<file path="config.mk">
export PLATFORM = sky130hd
export DESIGN_NAME = top_k_feature_index_select_top
export DESIGN_NICKNAME = d
export VERILOG_FILES = /design/src/design/tkfis_pkg.sv /design/src/design/tkfis_queue.sv /design/src/design/tkfis_front.sv /design/src/design/tkfis_core.sv /design/src/design/tkfis_emit.sv /design/src/design/top_k_feature_index_select_top.sv
export SDC_FILE = /design/constraint.sdc
export NUM_CORES = 2
export LEC_CHECK = 0
export BUFFER_PORTS_ARGS = -buffer_cell sky130_fd_sc_hd__buf_4
export CORE_MARGIN = 2
export CORE_UTILIZATION = 40
export DETAILED_ROUTE_END_ITERATION = 8
export PLACE_DENSITY = 0.67
export SLEW_MARGIN = 30
export SYNTH_ARGS = -nofsm -noshare
export SYNTH_HDL_FRONTEND = slang
export SYNTH_SLANG_ARGS = --single-unit
</file>
<file path="constraint.sdc">
create_clock -name clk -period 6.2 [get_ports clk]
set_input_delay 0.31 -clock clk [delete_from_list [all_inputs] [get_ports clk]]
set_output_delay 0.31 -clock clk [all_outputs]
set_load 0.02 [all_outputs]
</file>
<file path="src/design/tkfis_pkg.sv">
// Shared types and constants for the top-k feature index selector.
`timescale 1ns / 1ps
package tkfis_pkg;

  localparam int N_FEATURES_DEF  = 64;
  localparam int MAX_SELECT_DEF  = 16;
  localparam int GENE_W          = 16;
  localparam int FRAC_W          = 15;
  localparam int OUT_IDX_W       = 6;
  localparam int QUEUE_DEPTH     = 2;

  typedef enum logic {
    MODE_REAL   = 1'b0,
    MODE_BINARY = 1'b1
  } mode_t;

  typedef enum logic [1:0] {
    CS_LOAD,
    CS_SORT,
    CS_HAND
  } core_state_t;

  // Classification attached to each queued item
  typedef struct packed {
    logic  feature;
    logic  final_item;
    mode_t mode;
  } item_kind_t;

  // Job handoff from selection core to slot emitter
  typedef struct packed {
    logic valid;
    logic overflow;
  } job_ctl_t;

endpackage

</file>
<file path="src/design/tkfis_queue.sv">
// Small register FIFO between the front end and the selection core.
`timescale 1ns / 1ps
module tkfis_queue
  import tkfis_pkg::*;
#(
  parameter int WIDTH = 8,
  parameter int DEPTH = QUEUE_DEPTH
) (
  input  logic             clk,
  input  logic             rst_n,
  input  logic             push,
  input  logic [WIDTH-1:0] wr_data,
  output logic             full,
  input  logic             pop,
  output logic [WIDTH-1:0] rd_data,
  output logic             empty
);

  localparam int PW   = (DEPTH > 1) ? $clog2(DEPTH) : 1;
  localparam int CNTW = $clog2(DEPTH + 1);

  logic [WIDTH-1:0] mem_r [DEPTH];
  logic [PW-1:0]    wr_ptr_r, wr_ptr_nxt;
  logic [PW-1:0]    rd_ptr_r, rd_ptr_nxt;
  logic [CNTW-1:0]  cnt_r, cnt_nxt;
  logic             do_push, do_pop;

  assign full    = (cnt_r == CNTW'(DEPTH));
  assign empty   = (cnt_r == '0);
  assign do_push = push && !full;
  assign do_pop  = pop && !empty;
  assign rd_data = mem_r[rd_ptr_r];

  always_comb begin
    wr_ptr_nxt = wr_ptr_r;
    rd_ptr_nxt = rd_ptr_r;
    cnt_nxt    = cnt_r;
    if (do_push) begin
      wr_ptr_nxt = (wr_ptr_r == PW'(DEPTH - 1)) ? '0 : wr_ptr_r + 1'b1;
    end
    if (do_pop) begin
      rd_ptr_nxt = (rd_ptr_r == PW'(DEPTH - 1)) ? '0 : rd_ptr_r + 1'b1;
    end
    if (do_push && !do_pop) begin
      cnt_nxt = cnt_r + 1'b1;
    end else if (do_pop && !do_push) begin
      cnt_nxt = cnt_r - 1'b1;
    end
  end

  always_ff @(posedge clk) begin
    if (!rst_n) begin
      wr_ptr_r <= '0;
      rd_ptr_r <= '0;
      cnt_r    <= '0;
    end else begin
      wr_ptr_r <= wr_ptr_nxt;
      rd_ptr_r <= rd_ptr_nxt;
      cnt_r    <= cnt_nxt;
    end
  end

  always_ff @(posedge clk) begin
    if (do_push) begin
      mem_r[wr_ptr_r] <= wr_data;
    end
  end

endmodule

</file>
<file path="src/design/tkfis_front.sv">
// Front end: accepts genes, holds the mode register, numbers and classifies items.
`timescale 1ns / 1ps
module tkfis_front
  import tkfis_pkg::*;
#(
  parameter int N_FEATURES = N_FEATURES_DEF,
  localparam int IDXW = $clog2(N_FEATURES)
) (
  input  logic              clk,
  input  logic              rst_n,
  input  logic [GENE_W-1:0] in_gene_value,
  input  logic              in_last,
  input  logic              in_push,
  output logic              in_full,
  input  logic              cfg_we,
  input  logic              cfg_data,
  output logic              q_push,
  input  logic              q_full,
  output item_kind_t        q_kind,
  output logic [GENE_W-1:0] q_gene,
  output logic [IDXW-1:0]   q_idx
);

  localparam int PW = $clog2(N_FEATURES + 1);

  mode_t         mode_r, mode_nxt;
  logic [PW-1:0] pos_r, pos_nxt;
  logic          accept, is_feat;

  assign in_full = q_full;
  assign accept  = in_push && !q_full;
  // Stored genes beyond the feature capacity are dropped
  assign is_feat = (!in_last || (mode_r == MODE_BINARY)) && (pos_r < PW'(N_FEATURES));

  assign q_push            = accept && (is_feat || in_last);
  assign q_kind.feature    = is_feat;
  assign q_kind.final_item = in_last;
  assign q_kind.mode       = mode_r;
  assign q_gene            = in_gene_value;
  assign q_idx             = pos_r[IDXW-1:0];

  always_comb begin
    mode_nxt = mode_r;
    pos_nxt  = pos_r;
    if (cfg_we) begin
      mode_nxt = mode_t'(cfg_data);
    end
    if (accept) begin
      if (in_last) begin
        pos_nxt = '0;
      end else if (is_feat) begin
        pos_nxt = pos_r + 1'b1;
      end
    end
  end

  always_ff @(posedge clk) begin
    if (!rst_n) begin
      mode_r <= MODE_REAL;
      pos_r  <= '0;
    end else begin
      mode_r <= mode_nxt;
      pos_r  <= pos_nxt;
    end
  end

endmodule

</file>
<file path="src/design/tkfis_core.sv">
// Selection core: value-ordered insertion chain, binary pick list, index-ordered result list.
`timescale 1ns / 1ps
module tkfis_core
  import tkfis_pkg::*;
#(
  parameter int N_FEATURES = N_FEATURES_DEF,
  parameter int MAX_SELECT = MAX_SELECT_DEF,
  localparam int IDXW = $clog2(N_FEATURES),
  localparam int CW   = $clog2(MAX_SELECT + 1)
) (
  input  logic                                  clk,
  input  logic                                  rst_n,
  input  logic                                  q_empty,
  output logic                                  q_pop,
  input  item_kind_t                            q_kind,
  input  logic [GENE_W-1:0]                     q_gene,
  input  logic [IDXW-1:0]                       q_idx,
  output job_ctl_t                              job_ctl,
  input  logic                                  job_ready,
  output logic [CW-1:0]                         job_cnt,
  output logic [MAX_SELECT-1:0][OUT_IDX_W-1:0]  job_idx
);

  localparam int BCW = $clog2(MAX_SELECT + 2);
  localparam int PRW = GENE_W + CW;

  core_state_t       state_r, state_nxt;

  // value chain, largest first, earlier index first among equals
  logic [GENE_W-1:0] ch_val_r [MAX_SELECT];
  logic [GENE_W-1:0] ch_val_nxt [MAX_SELECT];
  logic [IDXW-1:0]   ch_idx_r [MAX_SELECT];
  logic [IDXW-1:0]   ch_idx_nxt [MAX_SELECT];
  logic              ch_vld_r [MAX_SELECT];
  logic              ch_vld_nxt [MAX_SELECT];

  // binary-mode picks in arrival order
  logic [OUT_IDX_W-1:0] bin_idx_r [MAX_SELECT];
  logic [OUT_IDX_W-1:0] bin_idx_nxt [MAX_SELECT];
  logic [BCW-1:0]       bin_cnt_r, bin_cnt_nxt;

  // real-mode picks in index order
  logic [IDXW-1:0]   so_idx_r [MAX_SELECT];
  logic [IDXW-1:0]   so_idx_nxt [MAX_SELECT];
  logic              so_vld_r [MAX_SELECT];
  logic              so_vld_nxt [MAX_SELECT];
  logic [CW-1:0]     so_cnt_r, so_cnt_nxt;

  logic [CW-1:0]     k_r, k_nxt;
  mode_t             mode_r, mode_nxt;

  // per-cell candidates
  logic              beats [MAX_SELECT];
  logic [GENE_W-1:0] ins_val [MAX_SELECT];
  logic [IDXW-1:0]   ins_idx [MAX_SELECT];
  logic              ins_vld [MAX_SELECT];
  logic [GENE_W-1:0] shl_val [MAX_SELECT];
  logic [IDXW-1:0]   shl_idx [MAX_SELECT];
  logic              shl_vld [MAX_SELECT];
  logic              lt [MAX_SELECT];
  logic [IDXW-1:0]   so_ins_idx [MAX_SELECT];
  logic              so_ins_vld [MAX_SELECT];

  logic [PRW-1:0]    k_prod;
  logic [CW:0]       k_quot;
  logic [CW-1:0]     k_calc;

  assign k_prod = PRW'(q_gene) * PRW'(MAX_SELECT);
  assign k_quot = k_prod[PRW-1:FRAC_W];
  assign k_calc = (k_quot >= (CW+1)'(MAX_SELECT)) ? CW'(MAX_SELECT)
                                                 : CW'(k_quot + 1'b1);

  for (genvar i = 0; i < MAX_SELECT; i++) begin : g_cell
    assign beats[i] = !ch_vld_r[i] || (q_gene > ch_val_r[i]);
    assign lt[i]    = so_vld_r[i] && (so_idx_r[i] < ch_idx_r[0]);
    if (i == 0) begin : g_head
      assign ins_val[i]    = beats[i] ? q_gene : ch_val_r[i];
      assign ins_idx[i]    = beats[i] ? q_idx : ch_idx_r[i];
      assign ins_vld[i]    = 1'b1;
      assign so_ins_idx[i] = lt[i] ? so_idx_r[i] : ch_idx_r[0];
      assign so_ins_vld[i] = 1'b1;
    end else begin : g_body
      assign ins_val[i]    = !beats[i] ? ch_val_r[i] :
                             (beats[i-1] ? ch_val_r[i-1] : q_gene);
      assign ins_idx[i]    = !beats[i] ? ch_idx_r[i] :
                             (beats[i-1] ? ch_idx_r[i-1] : q_idx);
      assign ins_vld[i]    = ch_vld_r[i] || ch_vld_r[i-1];
      assign so_ins_idx[i] = lt[i] ? so_idx_r[i] :
                             (lt[i-1] ? ch_idx_r[0] : so_idx_r[i-1]);
      assign so_ins_vld[i] = so_vld_r[i] || so_vld_r[i-1];
    end
    if (i == MAX_SELECT - 1) begin : g_tail
      assign shl_val[i] = ch_val_r[i];
      assign shl_idx[i] = ch_idx_r[i];
      assign shl_vld[i] = 1'b0;
    end else begin : g_mid
      assign shl_val[i] = ch_val_r[i+1];
      assign shl_idx[i] = ch_idx_r[i+1];
      assign shl_vld[i] = ch_vld_r[i+1];
    end
    assign job_idx[i] = (mode_r == MODE_BINARY) ? bin_idx_r[i] : OUT_IDX_W'(so_idx_r[i]);
  end

  assign job_cnt = (mode_r == MODE_REAL) ? so_cnt_r :
                   ((bin_cnt_r > BCW'(MAX_SELECT)) ? CW'(MAX_SELECT) : CW'(bin_cnt_r));

  always_comb begin
    state_nxt      = state_r;
    ch_val_nxt     = ch_val_r;
    ch_idx_nxt     = ch_idx_r;
    ch_vld_nxt     = ch_vld_r;
    bin_idx_nxt    = bin_idx_r;
    bin_cnt_nxt    = bin_cnt_r;
    so_idx_nxt     = so_idx_r;
    so_vld_nxt     = so_vld_r;
    so_cnt_nxt     = so_cnt_r;
    k_nxt          = k_r;
    mode_nxt       = mode_r;
    q_pop          = 1'b0;
    job_ctl.valid    = 1'b0;
    job_ctl.overflow = (mode_r == MODE_BINARY) && (bin_cnt_r > BCW'(MAX_SELECT));
    case (state_r)
      CS_LOAD: begin
        if (!q_empty) begin
          q_pop = 1'b1;
          if (q_kind.feature) begin
            ch_val_nxt = ins_val;
            ch_idx_nxt = ins_idx;
            ch_vld_nxt = ins_vld;
            if (q_gene[GENE_W-1]) begin
              for (int j = 0; j < MAX_SELECT; j++) begin
                if (bin_cnt_r == BCW'(j)) begin
                  bin_idx_nxt[j] = OUT_IDX_W'(q_idx);
                end
              end
              // saturate one past the limit to flag the overflow
              if (bin_cnt_r <= BCW'(MAX_SELECT)) begin
                bin_cnt_nxt = bin_cnt_r + 1'b1;
              end
            end
          end
          if (q_kind.final_item) begin
            mode_nxt  = q_kind.mode;
            k_nxt     = k_calc;
            state_nxt = (q_kind.mode == MODE_REAL) ? CS_SORT : CS_HAND;
          end
        end
      end
      CS_SORT: begin
        // move the chain head into the index-ordered list, up to k times
        if ((k_r == '0) || !ch_vld_r[0]) begin
          state_nxt = CS_HAND;
        end else begin
          ch_val_nxt = shl_val;
          ch_idx_nxt = shl_idx;
          ch_vld_nxt = shl_vld;
          so_idx_nxt = so_ins_idx;
          so_vld_nxt = so_ins_vld;
          so_cnt_nxt = so_cnt_r + 1'b1;
          k_nxt      = k_r - 1'b1;
        end
      end
      CS_HAND: begin
        job_ctl.valid = 1'b1;
        if (job_ready) begin
          for (int j = 0; j < MAX_SELECT; j++) begin
            ch_vld_nxt[j] = 1'b0;
            so_vld_nxt[j] = 1'b0;
          end
          so_cnt_nxt  = '0;
          bin_cnt_nxt = '0;
          state_nxt   = CS_LOAD;
        end
      end
      default: begin
        state_nxt = CS_LOAD;
      end
    endcase
  end

  always_ff @(posedge clk) begin
    if (!rst_n) begin
      state_r   <= CS_LOAD;
      bin_cnt_r <= '0;
      so_cnt_r  <= '0;
      for (int j = 0; j < MAX_SELECT; j++) begin
        ch_vld_r[j] <= 1'b0;
        so_vld_r[j] <= 1'b0;
      end
    end else begin
      state_r   <= state_nxt;
      bin_cnt_r <= bin_cnt_nxt;
      so_cnt_r  <= so_cnt_nxt;
      ch_vld_r  <= ch_vld_nxt;
      so_vld_r  <= so_vld_nxt;
    end
  end

  always_ff @(posedge clk) begin
    ch_val_r  <= ch_val_nxt;
    ch_idx_r  <= ch_idx_nxt;
    bin_idx_r <= bin_idx_nxt;
    so_idx_r  <= so_idx_nxt;
    k_r       <= k_nxt;
    mode_r    <= mode_nxt;
  end

endmodule

</file>
<file path="src/design/tkfis_emit.sv">
// Slot emitter: holds one finished individual and presents its slots in order.
`timescale 1ns / 1ps
module tkfis_emit
  import tkfis_pkg::*;
#(
  parameter int MAX_SELECT = MAX_SELECT_DEF,
  localparam int CW = $clog2(MAX_SELECT + 1)
) (
  input  logic                                 clk,
  input  logic                                 rst_n,
  input  job_ctl_t                             job_ctl,
  output logic                                 job_ready,
  input  logic [CW-1:0]                        job_cnt,
  input  logic [MAX_SELECT-1:0][OUT_IDX_W-1:0] job_idx,
  output logic [OUT_IDX_W-1:0]                 out_feature_index,
  output logic                                 out_present,
  output logic                                 out_overflow,
  output logic                                 out_last_slot,
  output logic                                 out_empty,
  input  logic                                 out_pop
);

  logic                 busy_r, busy_nxt;
  logic [CW-1:0]        slot_r, slot_nxt;
  logic [CW-1:0]        cnt_r, cnt_nxt;
  logic                 ovf_r, ovf_nxt;
  logic [OUT_IDX_W-1:0] idx_r [MAX_SELECT];
  logic [OUT_IDX_W-1:0] idx_nxt [MAX_SELECT];
  logic                 take, xfer;

  assign job_ready         = !busy_r;
  assign take              = job_ctl.valid && !busy_r;
  assign xfer              = out_pop && busy_r;
  assign out_empty         = !busy_r;
  assign out_present       = (slot_r < cnt_r);
  assign out_feature_index = out_present ? idx_r[0] : '0;
  assign out_overflow      = ovf_r;
  assign out_last_slot     = (slot_r == CW'(MAX_SELECT - 1));

  always_comb begin
    busy_nxt = busy_r;
    slot_nxt = slot_r;
    cnt_nxt  = cnt_r;
    ovf_nxt  = ovf_r;
    idx_nxt  = idx_r;
    if (take) begin
      busy_nxt = 1'b1;
      slot_nxt = '0;
      cnt_nxt  = job_cnt;
      ovf_nxt  = job_ctl.overflow;
      for (int j = 0; j < MAX_SELECT; j++) begin
        idx_nxt[j] = job_idx[j];
      end
    end else if (xfer) begin
      // advance: shift the next slot to the head
      for (int j = 0; j < MAX_SELECT - 1; j++) begin
        idx_nxt[j] = idx_r[j+1];
      end
      slot_nxt = slot_r + 1'b1;
      if (out_last_slot) begin
        busy_nxt = 1'b0;
      end
    end
  end

  always_ff @(posedge clk) begin
    if (!rst_n) begin
      busy_r <= 1'b0;
      slot_r <= '0;
    end else begin
      busy_r <= busy_nxt;
      slot_r <= slot_nxt;
    end
  end

  always_ff @(posedge clk) begin
    cnt_r <= cnt_nxt;
    ovf_r <= ovf_nxt;
    idx_r <= idx_nxt;
  end

endmodule

</file>
<file path="src/design/top_k_feature_index_select_top.sv">
// Top level of the top-k feature index selector.
`timescale 1ns / 1ps
// Genes of one individual arrive one per transfer; a feature gene is taken every
// cycle as long as the two-entry item queue drains, since the value-ordered chain
// inserts one gene per cycle. On the last gene (the count gene in real mode) the
// core, in real mode, moves up to k winners (k at most MAX_SELECT) into
// index order, then hands the individual to the emitter, which presents exactly
// MAX_SELECT result slots, one per pop. Genes of the next individual flow in
// while those slots drain; the input reports full only when the queue is full,
// which happens while the core moves winners into index order or waits for the
// emitter to finish the previous individual. encoding_mode is written through
// cfg_we/cfg_data and is sampled when the last gene of an individual is accepted.
module top_k_feature_index_select_top
  import tkfis_pkg::*;
#(
  parameter int N_FEATURES = N_FEATURES_DEF,
  parameter int MAX_SELECT = MAX_SELECT_DEF
) (
  input  logic                 clk,
  input  logic                 rst_n,
  input  logic [GENE_W-1:0]    in_gene_value,
  input  logic                 in_last,
  input  logic                 in_push,
  output logic                 in_full,
  input  logic                 cfg_we,
  input  logic                 cfg_data,
  output logic [OUT_IDX_W-1:0] out_feature_index,
  output logic                 out_present,
  output logic                 out_overflow,
  output logic                 out_last_slot,
  output logic                 out_empty,
  input  logic                 out_pop
);

  localparam int IDXW = $clog2(N_FEATURES);
  localparam int CW   = $clog2(MAX_SELECT + 1);
  localparam int QW   = $bits(item_kind_t) + GENE_W + IDXW;

  logic              fq_push, fq_full;
  item_kind_t        fq_kind, cq_kind;
  logic [GENE_W-1:0] fq_gene, cq_gene;
  logic [IDXW-1:0]   fq_idx, cq_idx;
  logic              cq_pop, cq_empty;
  logic [QW-1:0]     cq_data;

  job_ctl_t                             job_ctl;
  logic                                 job_ready;
  logic [CW-1:0]                        job_cnt;
  logic [MAX_SELECT-1:0][OUT_IDX_W-1:0] job_idx;

  tkfis_front #(
    .N_FEATURES (N_FEATURES)
  ) u_front (
    .clk           (clk),
    .rst_n         (rst_n),
    .in_gene_value (in_gene_value),
    .in_last       (in_last),
    .in_push       (in_push),
    .in_full       (in_full),
    .cfg_we        (cfg_we),
    .cfg_data      (cfg_data),
    .q_push        (fq_push),
    .q_full        (fq_full),
    .q_kind        (fq_kind),
    .q_gene        (fq_gene),
    .q_idx         (fq_idx)
  );

  tkfis_queue #(
    .WIDTH (QW),
    .DEPTH (QUEUE_DEPTH)
  ) u_queue (
    .clk     (clk),
    .rst_n   (rst_n),
    .push    (fq_push),
    .wr_data ({fq_kind, fq_gene, fq_idx}),
    .full    (fq_full),
    .pop     (cq_pop),
    .rd_data (cq_data),
    .empty   (cq_empty)
  );

  assign {cq_kind, cq_gene, cq_idx} = cq_data;

  tkfis_core #(
    .N_FEATURES (N_FEATURES),
    .MAX_SELECT (MAX_SELECT)
  ) u_core (
    .clk       (clk),
    .rst_n     (rst_n),
    .q_empty   (cq_empty),
    .q_pop     (cq_pop),
    .q_kind    (cq_kind),
    .q_gene    (cq_gene),
    .q_idx     (cq_idx),
    .job_ctl   (job_ctl),
    .job_ready (job_ready),
    .job_cnt   (job_cnt),
    .job_idx   (job_idx)
  );

  tkfis_emit #(
    .MAX_SELECT (MAX_SELECT)
  ) u_emit (
    .clk               (clk),
    .rst_n             (rst_n),
    .job_ctl           (job_ctl),
    .job_ready         (job_ready),
    .job_cnt           (job_cnt),
    .job_idx           (job_idx),
    .out_feature_index (out_feature_index),
    .out_present       (out_present),
    .out_overflow      (out_overflow),
    .out_last_slot     (out_last_slot),
    .out_empty         (out_empty),
    .out_pop           (out_pop)
  );

endmodule

</file>
==> results.yml <==
placed_design:
  port_buffers: 33
  pre_cts_slack_ns: 0.915
  hpwl_um: 79200
  routabilityCongestion: 0.868
  postPlaceCellArea_sq_um: 44400
global_routing:
  grt_pass1_vias: 29062
  antenna_found_initial: 2
  grt_max_degree: 187
  grt_pass1_wl_um: 173000
  track_usage: 0.205
  grt_overflow: 0
worst_setup_path:
  path_max_fanout: 26
  cp-end-kind: "register"
  setup.worst_path.start_class: "register"
  crit_required_ns: 6.57
  r2r_cells: 12
  timing.rr.end: "u_core.ch_idx_r[84]"
  r2r_slack_ns: 0.88
  arrival_ns: 5.69
  worstSetupPathType: "reg2reg"
timing:
  tightestPinTransition_ns: 1.01
  fmax_mhz: 188
  slew_headroom: 0.327
  setup_viol: 0
  hold_viol_final: 0
  tns_ns: 0
  setup_slack_ns: 0.879
  finalCritPeriodShare: 0.858
  fin_crit_ns: 5.32
  rsz0062_at_grt: "false"
  worst_hold_slack_ns: 0.0810
  maxSlewViolCount: 0
  clock_skew_ns: 0.0295
floorplanning:
  ios: 34
  core_area_sq_um: 105000
  die_x_um: 330
  initial_utilization: 0.403
  fp.dieH_um: 330
  row_count: 119
  dieArea_sq_um: 109000
layout:
  design_area_sq_um: 47200
  areaGrowthSynthToFinish_pct: 11.0
  drive_above_1_share: 0.0955
  fillCellCount: 9612
  final_nets: 4104
  multiInputGateArea_sq_um: 18100
  antenna_cells: 0
  seq_area_sq_um: 22300
power_and_ir_drop:
  ir_drop_mv: 0.341
  power.switching_mw: 10.4
  switching_share: 0.402
  leakage_nw: 18.5
  combPwrFrac: 0.449
  p_int_mw: 15.5
  p_total_mw: 25.9
  seqPwrFrac: 0.363
  power_density_nw_per_um2: 549
  clkPwrFrac: 0.188
clocking:
  cts_resized: 0
  htree_levels: 3
  path_clk_slew_ns: 0.06
  cts_tree: "yes"
  root_buffer: "clkbuf_16"
  cts_buffer_depth: 3
  cts_made_buffers: 80
  clock_sinks: 765
  insertion_delay_ns: 0.67
status:
  status: "finished, violations left"
  violations: "DRC"
logic_synthesis:
  yosysTopAreaCell: "edfxtp_1"
  ys_top_cells_by_area: "edfxtp_1, ha_1, a221o_1"
  syn-mean-instance-area_sq_um: 11.3
  synth.net_count: 4127
  ys_types: 63
  netlist_area_sq_um: 42500
  yosys_warnings: 0
  synth_async_sr_flop_share: 0
  postSynthCellCount: 3747
  synth-edff-count: 702
  yosysTopAreaCellShare: 0.496
  ys_ff_latch: 765
  ys_seq_area_frac: 0.526
  synth_ff_type: "edfxtp_1"
drt:
  detail-route-antenna-nets: 0
  firstDrtPassIters: 8
  drc: 1
  first_iter_violations: 3344
  wl_per_cell_um: 21.9
  totalWireLength_um: 113000
  via_per_inst: 5.90
  vias: 30583
min_path:
  hp-start: "in_push"
  hold_path_class: "in2reg"
  min_to: "u_front.pos_r[6]"
  hold_depth: 5
run:
  maxCapViolCount: 0
## per-stage QoR
stage,utilization,std cells
2_1_floorplan,-,3747
3_3_place_gp,0.420,5009
3_5_place_dp,0.421,5011
4_1_cts,0.448,5181
5_1_grt,0.448,5181
6_report,0.448,5181
## layout by cell type (no fill, tap or decap), drive strengths merged, types with 11 or more instances in the layout
cell / count
nand2b: 44
clkbuf: 103
a21oi: 226
inv: 311
and3: 17
nor3: 176
dlygate4sd3: 22
o21ai: 249
and4: 11
nand2: 246
nor2: 150
mux2: 30
o31ai: 59
nand3: 24
clkinv: 30
buf: 124
nor3b: 84
mux2i: 119
dfxtp: 63
a211oi: 32
nor2b: 33
o211ai: 15
nand4: 55
a221o: 226
a21o: 86
and2: 12
a22o: 25
xor2: 11
a22oi: 76
ha: 357
edfxtp: 702
## kinds of logic (layout without fill, tap and decap cells)
| kind of cell | after synthesis | after routing | synth area share |
|---|---|---|---|
| muxes | 149 | 149 | 0.0360 |
| AOI/OAI and AO/OA | 1030 | 1030 | 0.171 |
| and+or+nand+nor | 872 | 872 | 0.105 |
| xor gates and xnor gates | 16 | 16 | 0.00330 |
| DFF | 765 | 765 | 0.526 |
| buffers and inverters | 558 | 601 | 0.0538 |
| adders and majority gates | 357 | 357 | 0.105 |
## timing repair
action / in CTS / in global routing
hold buffers: 22 / 0
setup buffers: 0 / 0
endpoints found under the hold margin: 40 / 0
## how the worst max path moves through the flow
stage,startpoint,end,cells past startpoint
floorplan,register,u_core.ch_idx_r[0],12
global placement,register,u_core.ch_idx_r[81],11
detailed placement,register,u_core.ch_idx_r[84],12
CTS,register,u_core.ch_idx_r[84],12
global route,register,u_core.ch_idx_r[84],12
finish,register,u_core.ch_idx_r[84],12
## state kept, by name, summed over array words and instances, names as in the netlist, named ones only
signal / count
u_emit.idx_r: 96
u_core.bin_idx_r: 96
u_core.so_idx_r: 96
u_queue.cnt_r: 2
u_emit.cnt_r: 5
u_core.so_cnt_r: 5
u_core.ch_val_r: 256
u_core.so_vld_r: 16
u_core.ch_vld_r: 16
u_emit.busy_r: 1
u_core.ch_idx_r: 96
u_queue.mem_r: 50
u_emit.slot_r: 5
u_core.mode_r: 1
u_front.mode_r: 1
u_queue.rd_ptr_r: 1
u_front.pos_r: 7
u_core.bin_cnt_r: 5
u_core.state_r: 2
u_emit.out_overflow: 1
u_queue.wr_ptr_r: 1
u_core.k_r: 5
## synthesized netlist by cell type (55+ instances only)
| cell type | count |
|---|---|
| a22oi_1 | 76 |
| a221o_1 | 226 |
| nor2_1 | 150 |
| inv_1 | 306 |
| dfxtp_1 | 63 |
| nor3b_1 | 84 |
| mux2i_1 | 119 |
| edfxtp_1 | 702 |
| nand2_1 | 243 |
| nor3_1 | 163 |
| ha_1 | 357 |
| o31ai_1 | 59 |
| nand4_1 | 55 |
| o21ai_0 | 231 |
| clkbuf_1 | 163 |
| a21oi_1 | 215 |
| a21o_1 | 86 |
## power groups by stage
stage | Combinational, mW | Clock (mW) | Sequential (mW)
5_1_grt | 12.9 | 5.13 | 9.56
4_1_cts | 11.5 | 4.93 | 9.38
6_report | 11.6 | 4.86 | 9.42
3_5_place_dp | 11.5 | 0 | 9.47
2_1_floorplan | 8.19 | 0 | 9.05
3_3_place_gp | 11.1 | 0 | 9.43
## critical path, stage by stage (launching register included)
cell and delay (ns):
dfxtp_1 0.80, buf_4 0.31, mux2i_1 0.72, inv_1 0.63, ha_1 0.47, nand2_1 0.12, o21ai_0 0.20, a211oi_1 0.29
o211ai_1 0.16, o21ai_4 0.61, buf_4 0.37, mux2i_1 0.22, o21ai_0 0.09
## layout make-up
cell class	instances	share of cell area
inverter	307	0.0245
sequential	765	0.473
timing repair buffer	146	0.0266
clock buffer	103	0.0453
tap	1391	0.0369
clock inverter	45	0.00962
multi-input combinational	2424	0.384
## layer usage
metal | share of wire | GRT usage | vias to the layer above
met5 | 0 | 0 | -
met4 | 0.041 | 0.0864 | 0
met3 | 0.062 | 0.0288 | 212
met2 | 0.46 | 0.327 | 1221
met1 | 0.43 | 0.279 | 14900
li1 | - | - | 14250
(Power assumes the default switching activity.)
